File: config.mk
export PLATFORM = sky130hd
export DESIGN_NAME = vmpc_stream_cipher
export DESIGN_NICKNAME = d
export VERILOG_FILES = /design/src/vmpc_pkg.sv /design/src/vmpc_ctrl.sv /design/src/vmpc_dpath.sv /design/src/vmpc_stream_cipher.sv
export SDC_FILE = /design/constraint.sdc
export NUM_CORES = 2
export LEC_CHECK = 0
export BUFFER_PORTS_ARGS = -buffer_cell sky130_fd_sc_hd__buf_2
export CAP_MARGIN = 20
export CORE_MARGIN = 3
export CORE_UTILIZATION = 45
export CTS_CLUSTER_DIAMETER = 80
export DETAILED_ROUTE_END_ITERATION = 6
export GPL_TIMING_DRIVEN = 0
export SKIP_CTS_REPAIR_TIMING = 1
export SYNTH_ARGS = -nofsm -noshare
export SYNTH_HDL_FRONTEND = slang
export SYNTH_SLANG_ARGS = --single-unit
File: constraint.sdc
create_clock -name clock -period 8.07 [get_ports clock]
set_input_delay 1.2105 -clock clock [delete_from_list [all_inputs] [get_ports clock]]
set_output_delay 1.2105 -clock clock [all_outputs]
set_load 0.01 [all_outputs]
File: src/vmpc_pkg.sv
// Shared constants and command/status types for the VMPC cipher engine.
// No dependencies; imported by vmpc_ctrl, vmpc_dpath and vmpc_stream_cipher.
`default_nettype none
package vmpc_pkg;

   localparam int KSA_ROUNDS = 665;
   localparam int KEY_BYTES  = 32;
   localparam int KEY_REGS   = 4;

   // datapath operation codes
   localparam logic [3:0] OP_NOP      = 4'd0;
   localparam logic [3:0] OP_START    = 4'd1;
   localparam logic [3:0] OP_LATCH    = 4'd2;
   localparam logic [3:0] OP_K_RD_N   = 4'd3;
   localparam logic [3:0] OP_K_RD_IDX = 4'd4;
   localparam logic [3:0] OP_K_RD_MIX = 4'd5;
   localparam logic [3:0] OP_K_WR_N   = 4'd6;
   localparam logic [3:0] OP_K_WR_MIX = 4'd7;
   localparam logic [3:0] OP_C_RD_BC  = 4'd8;
   localparam logic [3:0] OP_C_RD_IDX = 4'd9;
   localparam logic [3:0] OP_C_RD_MIX = 4'd10;
   localparam logic [3:0] OP_C_RD_A   = 4'd11;
   localparam logic [3:0] OP_C_RD_KS  = 4'd12;
   localparam logic [3:0] OP_C_WR_BC  = 4'd13;
   localparam logic [3:0] OP_C_WR_MIX = 4'd14;

   localparam logic CMD_REKEY = 1'b0;
   localparam logic CMD_CRYPT = 1'b1;

   typedef struct packed {
      logic [3:0] op;
   } dp_cmd_type;

   typedef struct packed {
      logic round_last;
   } dp_status_type;

endpackage
`default_nettype wire

File: src/vmpc_ctrl.sv
// Sequencer for the VMPC engine: key schedule rounds and crypt steps.
// Depends on vmpc_pkg; drives vmpc_dpath through dp_cmd_type.
`default_nettype none
module vmpc_ctrl
   import vmpc_pkg::*;
(
   input  wire logic          clock,
   input  wire logic          reset,
   input  wire logic          req_tvalid,
   output logic               req_tready,
   input  wire logic          req_cmd,
   output logic               rsp_tvalid,
   input  wire logic          rsp_tready,
   input  wire dp_status_type status,
   output dp_cmd_type         cmd
);

   localparam logic [3:0] S_IDLE      = 4'd0;
   localparam logic [3:0] S_K_RD_N    = 4'd1;
   localparam logic [3:0] S_K_RD_IDX  = 4'd2;
   localparam logic [3:0] S_K_RD_MIX  = 4'd3;
   localparam logic [3:0] S_K_WR_N    = 4'd4;
   localparam logic [3:0] S_K_WR_MIX  = 4'd5;
   localparam logic [3:0] S_C_RD_BC   = 4'd6;
   localparam logic [3:0] S_C_RD_IDX  = 4'd7;
   localparam logic [3:0] S_C_RD_MIX  = 4'd8;
   localparam logic [3:0] S_C_RD_A    = 4'd9;
   localparam logic [3:0] S_C_RD_KS   = 4'd10;
   localparam logic [3:0] S_C_WR_BC   = 4'd11;
   localparam logic [3:0] S_C_WR_MIX  = 4'd12;

   logic [3:0] state_ff, state_in;
   logic       rsp_valid_ff, rsp_valid_in;
   logic       accept;

   assign req_tready = (state_ff == S_IDLE);
   assign accept     = req_tvalid && req_tready;
   assign rsp_tvalid = rsp_valid_ff;

   always_comb begin
      state_in = state_ff;
      cmd.op   = OP_NOP;
      case (state_ff)
         S_IDLE: begin
            if (accept) begin
               if (req_cmd == CMD_REKEY) begin
                  cmd.op   = OP_START;
                  state_in = S_K_RD_N;
               end else begin
                  cmd.op   = OP_LATCH;
                  state_in = S_C_RD_BC;
               end
            end
         end
         S_K_RD_N: begin
            cmd.op   = OP_K_RD_N;
            state_in = S_K_RD_IDX;
         end
         S_K_RD_IDX: begin
            cmd.op   = OP_K_RD_IDX;
            state_in = S_K_RD_MIX;
         end
         S_K_RD_MIX: begin
            cmd.op   = OP_K_RD_MIX;
            state_in = S_K_WR_N;
         end
         S_K_WR_N: begin
            cmd.op   = OP_K_WR_N;
            state_in = S_K_WR_MIX;
         end
         S_K_WR_MIX: begin
            cmd.op   = OP_K_WR_MIX;
            state_in = status.round_last ? S_IDLE : S_K_RD_N;
         end
         S_C_RD_BC: begin
            cmd.op   = OP_C_RD_BC;
            state_in = S_C_RD_IDX;
         end
         S_C_RD_IDX: begin
            cmd.op   = OP_C_RD_IDX;
            state_in = S_C_RD_MIX;
         end
         S_C_RD_MIX: begin
            cmd.op   = OP_C_RD_MIX;
            state_in = S_C_RD_A;
         end
         S_C_RD_A: begin
            cmd.op   = OP_C_RD_A;
            state_in = S_C_RD_KS;
         end
         S_C_RD_KS: begin
            cmd.op   = OP_C_RD_KS;
            state_in = S_C_WR_BC;
         end
         S_C_WR_BC: begin
            cmd.op   = OP_C_WR_BC;
            state_in = S_C_WR_MIX;
         end
         S_C_WR_MIX: begin
            // hold until the output register is free
            if (!rsp_valid_ff || rsp_tready) begin
               cmd.op   = OP_C_WR_MIX;
               state_in = S_IDLE;
            end
         end
         default: state_in = S_IDLE;
      endcase
   end

   always_comb begin
      if (cmd.op == OP_C_WR_MIX) begin
         rsp_valid_in = 1'b1;
      end else if (rsp_tready) begin
         rsp_valid_in = 1'b0;
      end else begin
         rsp_valid_in = rsp_valid_ff;
      end
   end

   always_ff @(posedge clock) begin
      if (reset) begin
         state_ff     <= S_IDLE;
         rsp_valid_ff <= 1'b0;
      end else begin
         state_ff     <= state_in;
         rsp_valid_ff <= rsp_valid_in;
      end
   end

endmodule
`default_nettype wire

File: src/vmpc_dpath.sv
// VMPC datapath: permutation memory with per-entry valid bits, indices, key
// registers and output byte. Depends on vmpc_pkg; driven by vmpc_ctrl.
`default_nettype none
module vmpc_dpath
   import vmpc_pkg::*;
(
   input  wire logic          clock,
   input  wire logic          reset,
   input  wire logic          csr_we,
   input  wire logic [1:0]    csr_addr,
   input  wire logic [63:0]   csr_wdata,
   input  wire logic [7:0]    req_data,
   input  wire dp_cmd_type    cmd,
   output dp_status_type      status,
   output logic [7:0]         out_byte
);

   localparam logic [9:0] ROUND_LAST = 10'(KSA_ROUNDS - 1);
   localparam logic [8:0] KEY_LIMIT  = 9'(KEY_BYTES);

   logic [7:0]  perm_mem [0:255];
   logic [255:0] valid_ff;

   logic [63:0] key_ff [0:KEY_REGS-1];
   logic [255:0] key_all;

   logic [7:0] mix_ff, mix_in;
   logic [7:0] bc_ff, bc_in;
   logic [9:0] round_ff, round_in;
   logic [7:0] pn_ff, pn_in;
   logic [7:0] pm_ff, pm_in;
   logic [7:0] ks_ff, ks_in;
   logic [7:0] data_ff, data_in;
   logic [7:0] out_ff, out_in;

   logic [7:0] rd_q, rd_addr_q;
   logic       rd_vld_q;
   logic [7:0] rd;

   logic [7:0] mem_addr, mem_wdata;
   logic       mem_we;
   logic [7:0] key_byte;
   logic [7:0] n_idx;

   assign key_all  = {key_ff[3], key_ff[2], key_ff[1], key_ff[0]};
   assign n_idx    = round_ff[7:0];
   // entries never written since the last rekey hold their own index
   assign rd       = rd_vld_q ? rd_q : rd_addr_q;
   assign key_byte = (n_idx[7:5] == 3'd0 && {1'b0, n_idx} < KEY_LIMIT)
                     ? key_all[{n_idx[4:0], 3'b000} +: 8] : 8'd0;

   assign status.round_last = (round_ff == ROUND_LAST);
   assign out_byte          = out_ff;

   always_comb begin
      mix_in    = mix_ff;
      bc_in     = bc_ff;
      round_in  = round_ff;
      pn_in     = pn_ff;
      pm_in     = pm_ff;
      ks_in     = ks_ff;
      data_in   = data_ff;
      out_in    = out_ff;
      mem_addr  = mix_ff;
      mem_wdata = pn_ff;
      mem_we    = 1'b0;
      case (cmd.op)
         OP_START: begin
            mix_in   = 8'd0;
            round_in = 10'd0;
         end
         OP_LATCH: data_in = req_data;
         OP_K_RD_N: mem_addr = n_idx;
         OP_K_RD_IDX: begin
            pn_in    = rd;
            mem_addr = mix_ff + rd + key_byte;
         end
         OP_K_RD_MIX: begin
            mix_in   = rd;
            mem_addr = rd;
         end
         OP_K_WR_N: begin
            mem_we    = 1'b1;
            mem_addr  = n_idx;
            mem_wdata = rd;
         end
         OP_K_WR_MIX: begin
            mem_we    = 1'b1;
            mem_addr  = mix_ff;
            mem_wdata = pn_ff;
            round_in  = round_ff + 10'd1;
            if (status.round_last) begin
               bc_in = 8'd0;
            end
         end
         OP_C_RD_BC: mem_addr = bc_ff;
         OP_C_RD_IDX: begin
            pn_in    = rd;
            mem_addr = mix_ff + rd;
         end
         OP_C_RD_MIX: begin
            mix_in   = rd;
            mem_addr = rd;
         end
         OP_C_RD_A: begin
            pm_in    = rd;
            mem_addr = rd;
         end
         OP_C_RD_KS: mem_addr = rd + 8'd1;
         OP_C_WR_BC: begin
            ks_in     = rd;
            mem_we    = 1'b1;
            mem_addr  = bc_ff;
            mem_wdata = pm_ff;
         end
         OP_C_WR_MIX: begin
            mem_we    = 1'b1;
            mem_addr  = mix_ff;
            mem_wdata = pn_ff;
            bc_in     = bc_ff + 8'd1;
            out_in    = data_ff ^ ks_ff;
         end
         default: begin
         end
      endcase
   end

   // single-port permutation store, registered read
   always_ff @(posedge clock) begin
      if (mem_we) begin
         perm_mem[mem_addr] <= mem_wdata;
      end
      rd_q      <= perm_mem[mem_addr];
      rd_vld_q  <= valid_ff[mem_addr];
      rd_addr_q <= mem_addr;
   end

   always_ff @(posedge clock) begin
      if (reset || cmd.op == OP_START) begin
         valid_ff <= '0;
      end else if (mem_we) begin
         valid_ff[mem_addr] <= 1'b1;
      end
   end

   always_ff @(posedge clock) begin
      if (reset) begin
         for (int k = 0; k < KEY_REGS; k++) begin
            key_ff[k] <= 64'd0;
         end
      end else if (csr_we) begin
         key_ff[csr_addr] <= csr_wdata;
      end
   end

   always_ff @(posedge clock) begin
      if (reset) begin
         mix_ff   <= 8'd0;
         bc_ff    <= 8'd0;
         round_ff <= 10'd0;
      end else begin
         mix_ff   <= mix_in;
         bc_ff    <= bc_in;
         round_ff <= round_in;
      end
      pn_ff   <= pn_in;
      pm_ff   <= pm_in;
      ks_ff   <= ks_in;
      data_ff <= data_in;
      out_ff  <= out_in;
   end

endmodule
`default_nettype wire

File: src/vmpc_stream_cipher.sv
// VMPC stream cipher engine. Rekey item: busy for KSA_ROUNDS schedule rounds after
// the accept, five single-port accesses of the permutation per round; no result.
// Crypt item: accepted in idle, result registered in the last write step; a new item
// is taken only in idle, after five dependent reads and two writes on the one table
// port. An untaken result stalls the next crypt before its last write.
// Reset (synchronous, active high): identity permutation via cleared valid
// bits, indices and key registers zero, no result pending.
`default_nettype none
module vmpc_stream_cipher
   import vmpc_pkg::*;
(
   input  wire logic        clock,
   input  wire logic        reset,
   // input items
   input  wire logic        req_tvalid,
   output logic             req_tready,
   input  wire logic [7:0]  req_tdata,   // [7:0] data_byte
   input  wire logic        req_tuser,   // [0] cmd: 0 rekey, 1 crypt
   // result items
   output logic             rsp_tvalid,
   input  wire logic        rsp_tready,
   output logic [7:0]       rsp_tdata,   // [7:0] out_byte
   // key registers, index 0..3
   input  wire logic        csr_we,
   input  wire logic [1:0]  csr_addr,
   input  wire logic [63:0] csr_wdata
);

   dp_cmd_type    dp_cmd;
   dp_status_type dp_status;

   // sequencer: one table access per cycle unless an untaken result stalls it, result held until taken
   vmpc_ctrl u_ctrl (
      .clock      (clock),
      .reset      (reset),
      .req_tvalid (req_tvalid),
      .req_tready (req_tready),
      .req_cmd    (req_tuser),
      .rsp_tvalid (rsp_tvalid),
      .rsp_tready (rsp_tready),
      .status     (dp_status),
      .cmd        (dp_cmd)
   );

   // permutation store, indices, keys and output byte register
   vmpc_dpath u_dpath (
      .clock     (clock),
      .reset     (reset),
      .csr_we    (csr_we),
      .csr_addr  (csr_addr),
      .csr_wdata (csr_wdata),
      .req_data  (req_tdata),
      .cmd       (dp_cmd),
      .status    (dp_status),
      .out_byte  (rsp_tdata)
   );

endmodule
`default_nettype wire
==> Word level (Yosys, flattened, before mapping) <==
Memories as Yosys holds them, arrays and structs flattened. A register that Yosys moved wholly into a read port is not among the register bits.
Index checks and enable logic that the tools add are counted.
{ "totals": {"register_bits": 336, "ram_bits": 2304, "inputBits": 80, "out_inout_bits": 10, "elab_cells": 111, "n_memories": 2} }
{ "memory_table": {"columns": ["memory", "words", "width", "read_ports", "rd_ports_with_merged_regs", "write_ports", "line_no", "rtl"], "rows": [
  ["u_dpath.perm_mem", 256, 8, 1, 1, 1, "vmpc_dpath.sv:21", "logic [7:0] perm_mem [0:255];"],
  ["u_dpath.key_ff", 4, 64, 4, 0, 4, "vmpc_dpath.sv:24", "logic [63:0] key_ff [0:KEY_REGS-1];"]
]} }
{ "classes": {"add_sub_neg": 5, "order_cmp": 3, "eq_ne": 30, "shifts": 1, "n_mux": 34, "n_bitwise": 2, "reduce_logical": 21} }
{ "ops": {"columns": ["cell", "n"], "rows": [
  ["$or 256x256->256", 1],
  ["$shiftx 256x9->8", 1],
  ["$pmux 4 s13", 2],
  ["$mux 64", 1],
  ["$reduce_or 64->1", 1],
  ["$eq 4x4->1 const B", 12],
  ["$pmux 8 s2", 3],
  ["$pmux 8 s6", 1],
  ["$eq 4x3->1 const B", 8],
  ["$mux 8", 3],
  ["$pmux 10 s2", 1],
  ["$add 8x1->8 const B", 2],
  ["$add 8x8->8", 2],
  ["$eq 4x2->1 const B", 4],
  ["$mux 4", 4],
  ["$mux 1", 14],
  ["$add 10x1->10 const B", 1],
  ["$eq 10x10->1 const B", 1],
  ["$lt 8x9->1 const B", 1],
  ["$bmux 1 s8", 1],
  ["$demux 1 s8", 1],
  ["$eq 4x1->1 const B", 2],
  ["$ge 8x1->1 const B", 1],
  ["$lt 8x6->1 const B", 1],
  ["other kinds (15)", 27]
]} }

==> Depth between registers and ports, before layout <==
{ "depth": {"word_depth": 12, "mapped_depth": 25, "ltp_nobuf": 19} }

==> Cells and area by module <==
Synthesis repeated with hierarchy kept, for this count alone.
{ "unflattened": {"hier_cells": 7085, "area_unflattened_um2": 104702.9} }
{ "by_module_without_submodules": {"columns": ["module", "n_inst", "cells_per_inst", "area_each_um2", "seq_area_each_um2"], "rows": [
  ["vmpc_dpath", 1, 7037, 104346.3, 76373.2],
  ["vmpc_ctrl", 1, 48, 356.6, 100.1]
]} }

==> Least setup slack after synthesis <==
Ideal clock, no wire load.
{ "synth_path": {"path_kind": "reg2reg", "from": "register u_dpath.round_ff[0]", "to": "memory u_dpath.perm_mem[105][0] (enable)", "arrival_time_ns": 5.938, "setup_slack_ns": 1.758, "stages_incl_launch_ff": 21, "path_buffers": 9, "path_cell_list": "dfxtp_1 clkbuf_1 buf_1 buf_1 mux4_2 mux4_2 nand2_1 a21oi_1 ha_1 fa_1 xor2_1 a221oi_1 a21bo_2 buf_4 buf_2 buf_2 buf_2 buf_2 nand3_1 buf_2 nor2_1"} }
{ "synth_between": {"elab_chain_cells": 5, "elab_cells_between_ends": 6, "cone_classes": "1 x add/sub; 1 x order compare; 1 x shift; 2 x mux; 1 x reduce/logical"} }
{ "synth_rtl": {"columns": ["element", "line_no", "rtl"], "rows": [
  ["from (decl)", "vmpc_dpath.sv:29", "logic [9:0] round_ff, round_in;"],
  ["from (signal assigned)", "vmpc_dpath.sv:164", "round_ff <= round_in;"],
  ["branches (longest 4 deep; another with $add 8x8->8)", null, null],
  ["$pmux 8 s6 (*)", "vmpc_dpath.sv:67", "case (cmd.op)"],
  ["to (decl)", "vmpc_dpath.sv:21", null]
]} }
Mark *: on every way between the ends.

==> Worst setup path after layout <==
{ "layout_path": {"from": "register u_dpath.round_ff[1]", "to": "register u_dpath.rd_q[0] (read register of u_dpath.perm_mem)"} }
{ "layout_between": {"elab_chain_cells": 5, "elab_cells_between_ends": 6, "cone_classes": "1 x add/sub; 1 x order compare; 1 x shift; 2 x mux; 1 x reduce/logical"} }
{ "layout_rtl": {"columns": ["element", "line_no", "rtl"], "rows": [
  ["branches (longest 4 deep; another with $add 8x8->8)", null, null],
  ["$pmux 8 s6 (*)", "vmpc_dpath.sv:67", null],
  ["to (decl)", "vmpc_dpath.sv:36", "logic [7:0] rd_q, rd_addr_q;"]
]} }
Marks and branches as above.
A chain may end at the register's enable or synchronous reset.

==> results_dict.tcl <==
set metrics [dict create \
    die_h_um 496 \
    cts_num_sinks 2648 \
    ys_async_sr_fraction 0 \
    seqPwrFrac 0.341 \
    status "complete, but fails checks" \
    routed_via_density 6.37 \
    cts_buffer_depth 4 \
    vias 77900 \
    tightest_slew_ns 1.29 \
    multi_input_area_sq_mm 0.0301 \
    clock_latency_ns 0.96 \
    max_freq_mhz 121 \
    antenna_found_initial 37 \
    top_usage_layer "met2" \
    grt_overflow 0 \
    synth_ff_type "edfxtp_1" \
    syn_nets 8338 \
    grt_max_degree 88 \
    die-area_sq_mm 0.246 \
    grt_usage 0.351 \
    setup-tns-final_ns -3.41 \
    areaGrowthSynthToFinish_pct 16.5 \
    crit_arrival_ns 8.97 \
    die_w_um 496 \
    vdd_drop_max_v 0.000265 \
    grt_pass1_wl_mm 591 \
    cts-htree-levels 5 \
    p_total_mw 47.4 \
    p_clk_frac 0.275 \
    synth.area.top_cells "edfxtp_1, nand2_1, dfxtp_1, nand3_1, mux2i_1" \
    nFillCells 20000 \
    cts_buffers 299 \
    cts.clk_slew.worst_paths_ns 0.06 \
    pwr-share-comb 0.384 \
    dpl.hpwl_mm 316 \
    syn-cell-area_sq_mm 0.108 \
    timing.rr.start "u_dpath.round_ff[1]$_SDFFE_PP0P_" \
    synth_enable_flop_cells 2344 \
    post_drt_wl_per_cell_um 36.0 \
    drv_cap 0 \
    drc_errors 1 \
    cp-endpoint "u_dpath.rd_q[0]$_DFF_P_" \
    crit_path_max_fanout 10 \
    io_pins 90 \
    start_util 0.453 \
    ys_warn_count 0 \
    synth_seq_cells 2648 \
    period_needed_ns 8.23 \
    place_inst 11600 \
    yosysSeqAreaShare 0.708 \
    use_met1 0.462 \
    timing.final.ws_setup_ns -0.164 \
    setup_viol 75 \
    reg2reg_depth 22 \
    num_rows 179 \
    grt_pass1_vias 72500 \
    io_buffer_count 89 \
    routed_wl_mm 440 \
    fin_nets 8905 \
    startpoint_type "flop" \
    crit_path_start "u_dpath.round_ff[1]$_SDFFE_PP0P_" \
    p_sw_mw 19.6 \
    core-area_sq_mm 0.238 \
    yosys.area.top_type "edfxtp_1" \
    cp.required_ns 8.81 \
    antenna_left 0 \
    cts-root-buf "clkbuf_16" \
    drive_above_1_share 0.151 \
    seq_area_sq_mm 0.0765 \
    period_share 1.02 \
    internal_power_mw 27.8 \
    maxSlewHeadroom 0.138 \
    synth_top_area_frac 0.652 \
    netSwitchingFraction 0.413 \
    synth.distinct_cells 92 \
    syn_inst 8238 \
    instances_no_fill 12200 \
    hold_depth 1 \
    met2_usage 0.505 \
    hold_viol 0 \
    syn_avg_cell_area_sq_um 13.1 \
    hold_path_class "primary input to flop" \
    p_per_area_mw_per_mm2 377 \
    gp_congestion 1.02 \
    reg2reg_setup_slack_ns -0.16 \
    violations "DRC, setup timing" \
    drv_slew 0 \
    firstDrtPassIters 7 \
    rr_endpoint "u_dpath.rd_q[0]$_DFF_P_" \
    drtIter0Drc 12900 \
    rsz0062_at_grt "yes" \
    leakage_nw 43.0 \
    grtUsageMet3 0.110 \
    fin_skew_ns 0.0506 \
    cts_tree "yes" \
    worst_setup_path_end_kind "flop" \
    path_class "flop to flop" \
]
==> cells in the mapped netlist, drive strengths merged, types with 7 or more instances <==
cell     instances
clkbuf         213
o2111ai         15
nor2           361
o21ai          106
mux2i          259
nor3b           20
and3           112
nor2b           11
nor4            20
o211a            9
a311oi          69
a21boi          19
and2           284
o22ai           20
edfxtp        2344
a31oi           84
nand2b          15
xor2            15
nor3            30
a221oi          49
inv             26
dfxtp          304
a22oi          150
a211oi          21
o41ai           11
a22o            31
nand3          723
mux4            80
xnor2            7
nand2         1667
a32oi           22
ha              18
nand4           66
o21a           260
a32o            23
buf            343
mux2             9
a21oi          342
==> state kept, by name, indices dropped and copies added, names as in the netlist <==
register           count
u_dpath.rd_vld_q       1
u_dpath.bc_ff          8
u_dpath.pn_ff          8
u_dpath.round_ff      10
u_dpath.pm_ff          8
u_dpath.rd_addr_q      8
u_dpath.rd_q           8
u_ctrl.rsp_tvalid      1
u_dpath.perm_mem    2048
u_dpath.key_ff       256
u_dpath.valid_ff     256
u_dpath.out_byte       8
u_dpath.ks_ff          8
u_dpath.data_ff        8
u_dpath.mix_ff         8
u_ctrl.state_ff        4
==> final cells by class <==
type,count,area share
multi-input cells,5008,0.239
diodes,26,0.000517
clock buffers,404,0.0651
flip-flops and latches,2648,0.608
repair buffers,274,0.0243
plain buffers,548,0.0229
clock inverters,115,0.00764
well taps,3167,0.0315
inverters,26,0.000816
==> how the worst min path moves through the flow <==
stage | start | endpoint | slack (ns)
4_1_cts | req_tdata[0] | u_dpath.data_ff[0]$_DFFE_PN_ | 0.40
2_1_floorplan | u_dpath.valid_ff[132]$_SDFFE_PP0N_ | u_dpath.valid_ff[132]$_SDFFE_PP0N_ | 0.43
3_3_place_gp | u_dpath.valid_ff[157]$_SDFFE_PP0N_ | u_dpath.valid_ff[157]$_SDFFE_PP0N_ | 0.44
6_report | req_tdata[0] | u_dpath.data_ff[0]$_DFFE_PN_ | 0.44
3_5_place_dp | u_dpath.valid_ff[107]$_SDFFE_PP0N_ | u_dpath.valid_ff[107]$_SDFFE_PP0N_ | 0.45
5_1_grt | req_tdata[7] | u_dpath.data_ff[7]$_DFFE_PN_ | 0.41
==> stage by stage <==
| step | area, sq um | setup slack (ns) | hold WS (ns) | utilization |
|---|---|---|---|---|
| after floorplan | 108000 | 1.76 | 0.432 | - |
| after global placement | 112000 | -4.60 | 0.440 | 0.472 |
| after detailed placement | 115000 | -2.45 | 0.446 | 0.481 |
| after CTS | 124000 | -2.52 | 0.395 | 0.520 |
| after global routing | 126000 | -0.0813 | 0.410 | 0.528 |
| final | 126000 | -0.164 | 0.438 | 0.528 |
==> layout by cell type (no fill, tap or decap), drive strengths merged, types with 259 or more instances in the layout <==
cell | Yosys | final
a21oi | 342 | 342
and2 | 284 | 284
buf | 343 | 557
clkbuf | 213 | 669
dfxtp | 304 | 304
edfxtp | 2344 | 2344
mux2i | 259 | 259
nand2 | 1667 | 1667
nand3 | 723 | 723
nor2 | 361 | 361
o21a | 260 | 260
==> power groups by stage <==
stage / Combinational, mW / Sequential, mW / Clock, mW
2_1_floorplan: 7.60 / 16.7 / 0
3_3_place_gp: 16.0 / 17.2 / 0
3_5_place_dp: 16.8 / 16.4 / 0
4_1_cts: 16.8 / 16.2 / 13.1
5_1_grt: 18.1 / 16.2 / 13.6
6_report: 18.2 / 16.2 / 13.1
==> layer usage <==
metal  share of wire  wire (um)
met1            0.37     162000
met2            0.42     186000
met3            0.13      58400
met4           0.076      33300
met5         0.00074        327
==> logic make-up after synthesis <==
logic type / Yosys count / synth area share
adder cells (fa/ha/maj): 20 / 0.00246
flip-flops: 2648 / 0.708
XOR/XNOR: 22 / 0.00178
AO/OA/AOI/OAI: 1278 / 0.0816
AND/OR/NAND/NOR: 3340 / 0.140
buffers and inverters: 582 / 0.0243
multiplexers: 348 / 0.0417
==> critical path, cell delays in order, from the launching register on <==
cell and delay, ns:
dfxtp_1 0.37, buf_6 0.16, buf_2 0.30, clkbuf_2 0.47
clkbuf_2 0.45, mux4_2 0.39, mux4_2 0.46, nand2_1 0.08
a21oi_1 0.20, ha_1 0.36, nor3b_1 0.20, o21ai_0 0.11
o2111ai_1 0.19, o22ai_4 0.23, inv_2 0.32, buf_2 0.56
buf_2 0.51, clkbuf_1 0.80, nand3_1 0.29, a31oi_1 0.64
nand3_1 0.30, o21ai_0 0.34, nand4_1 0.27
(Power assumes the default switching activity.)
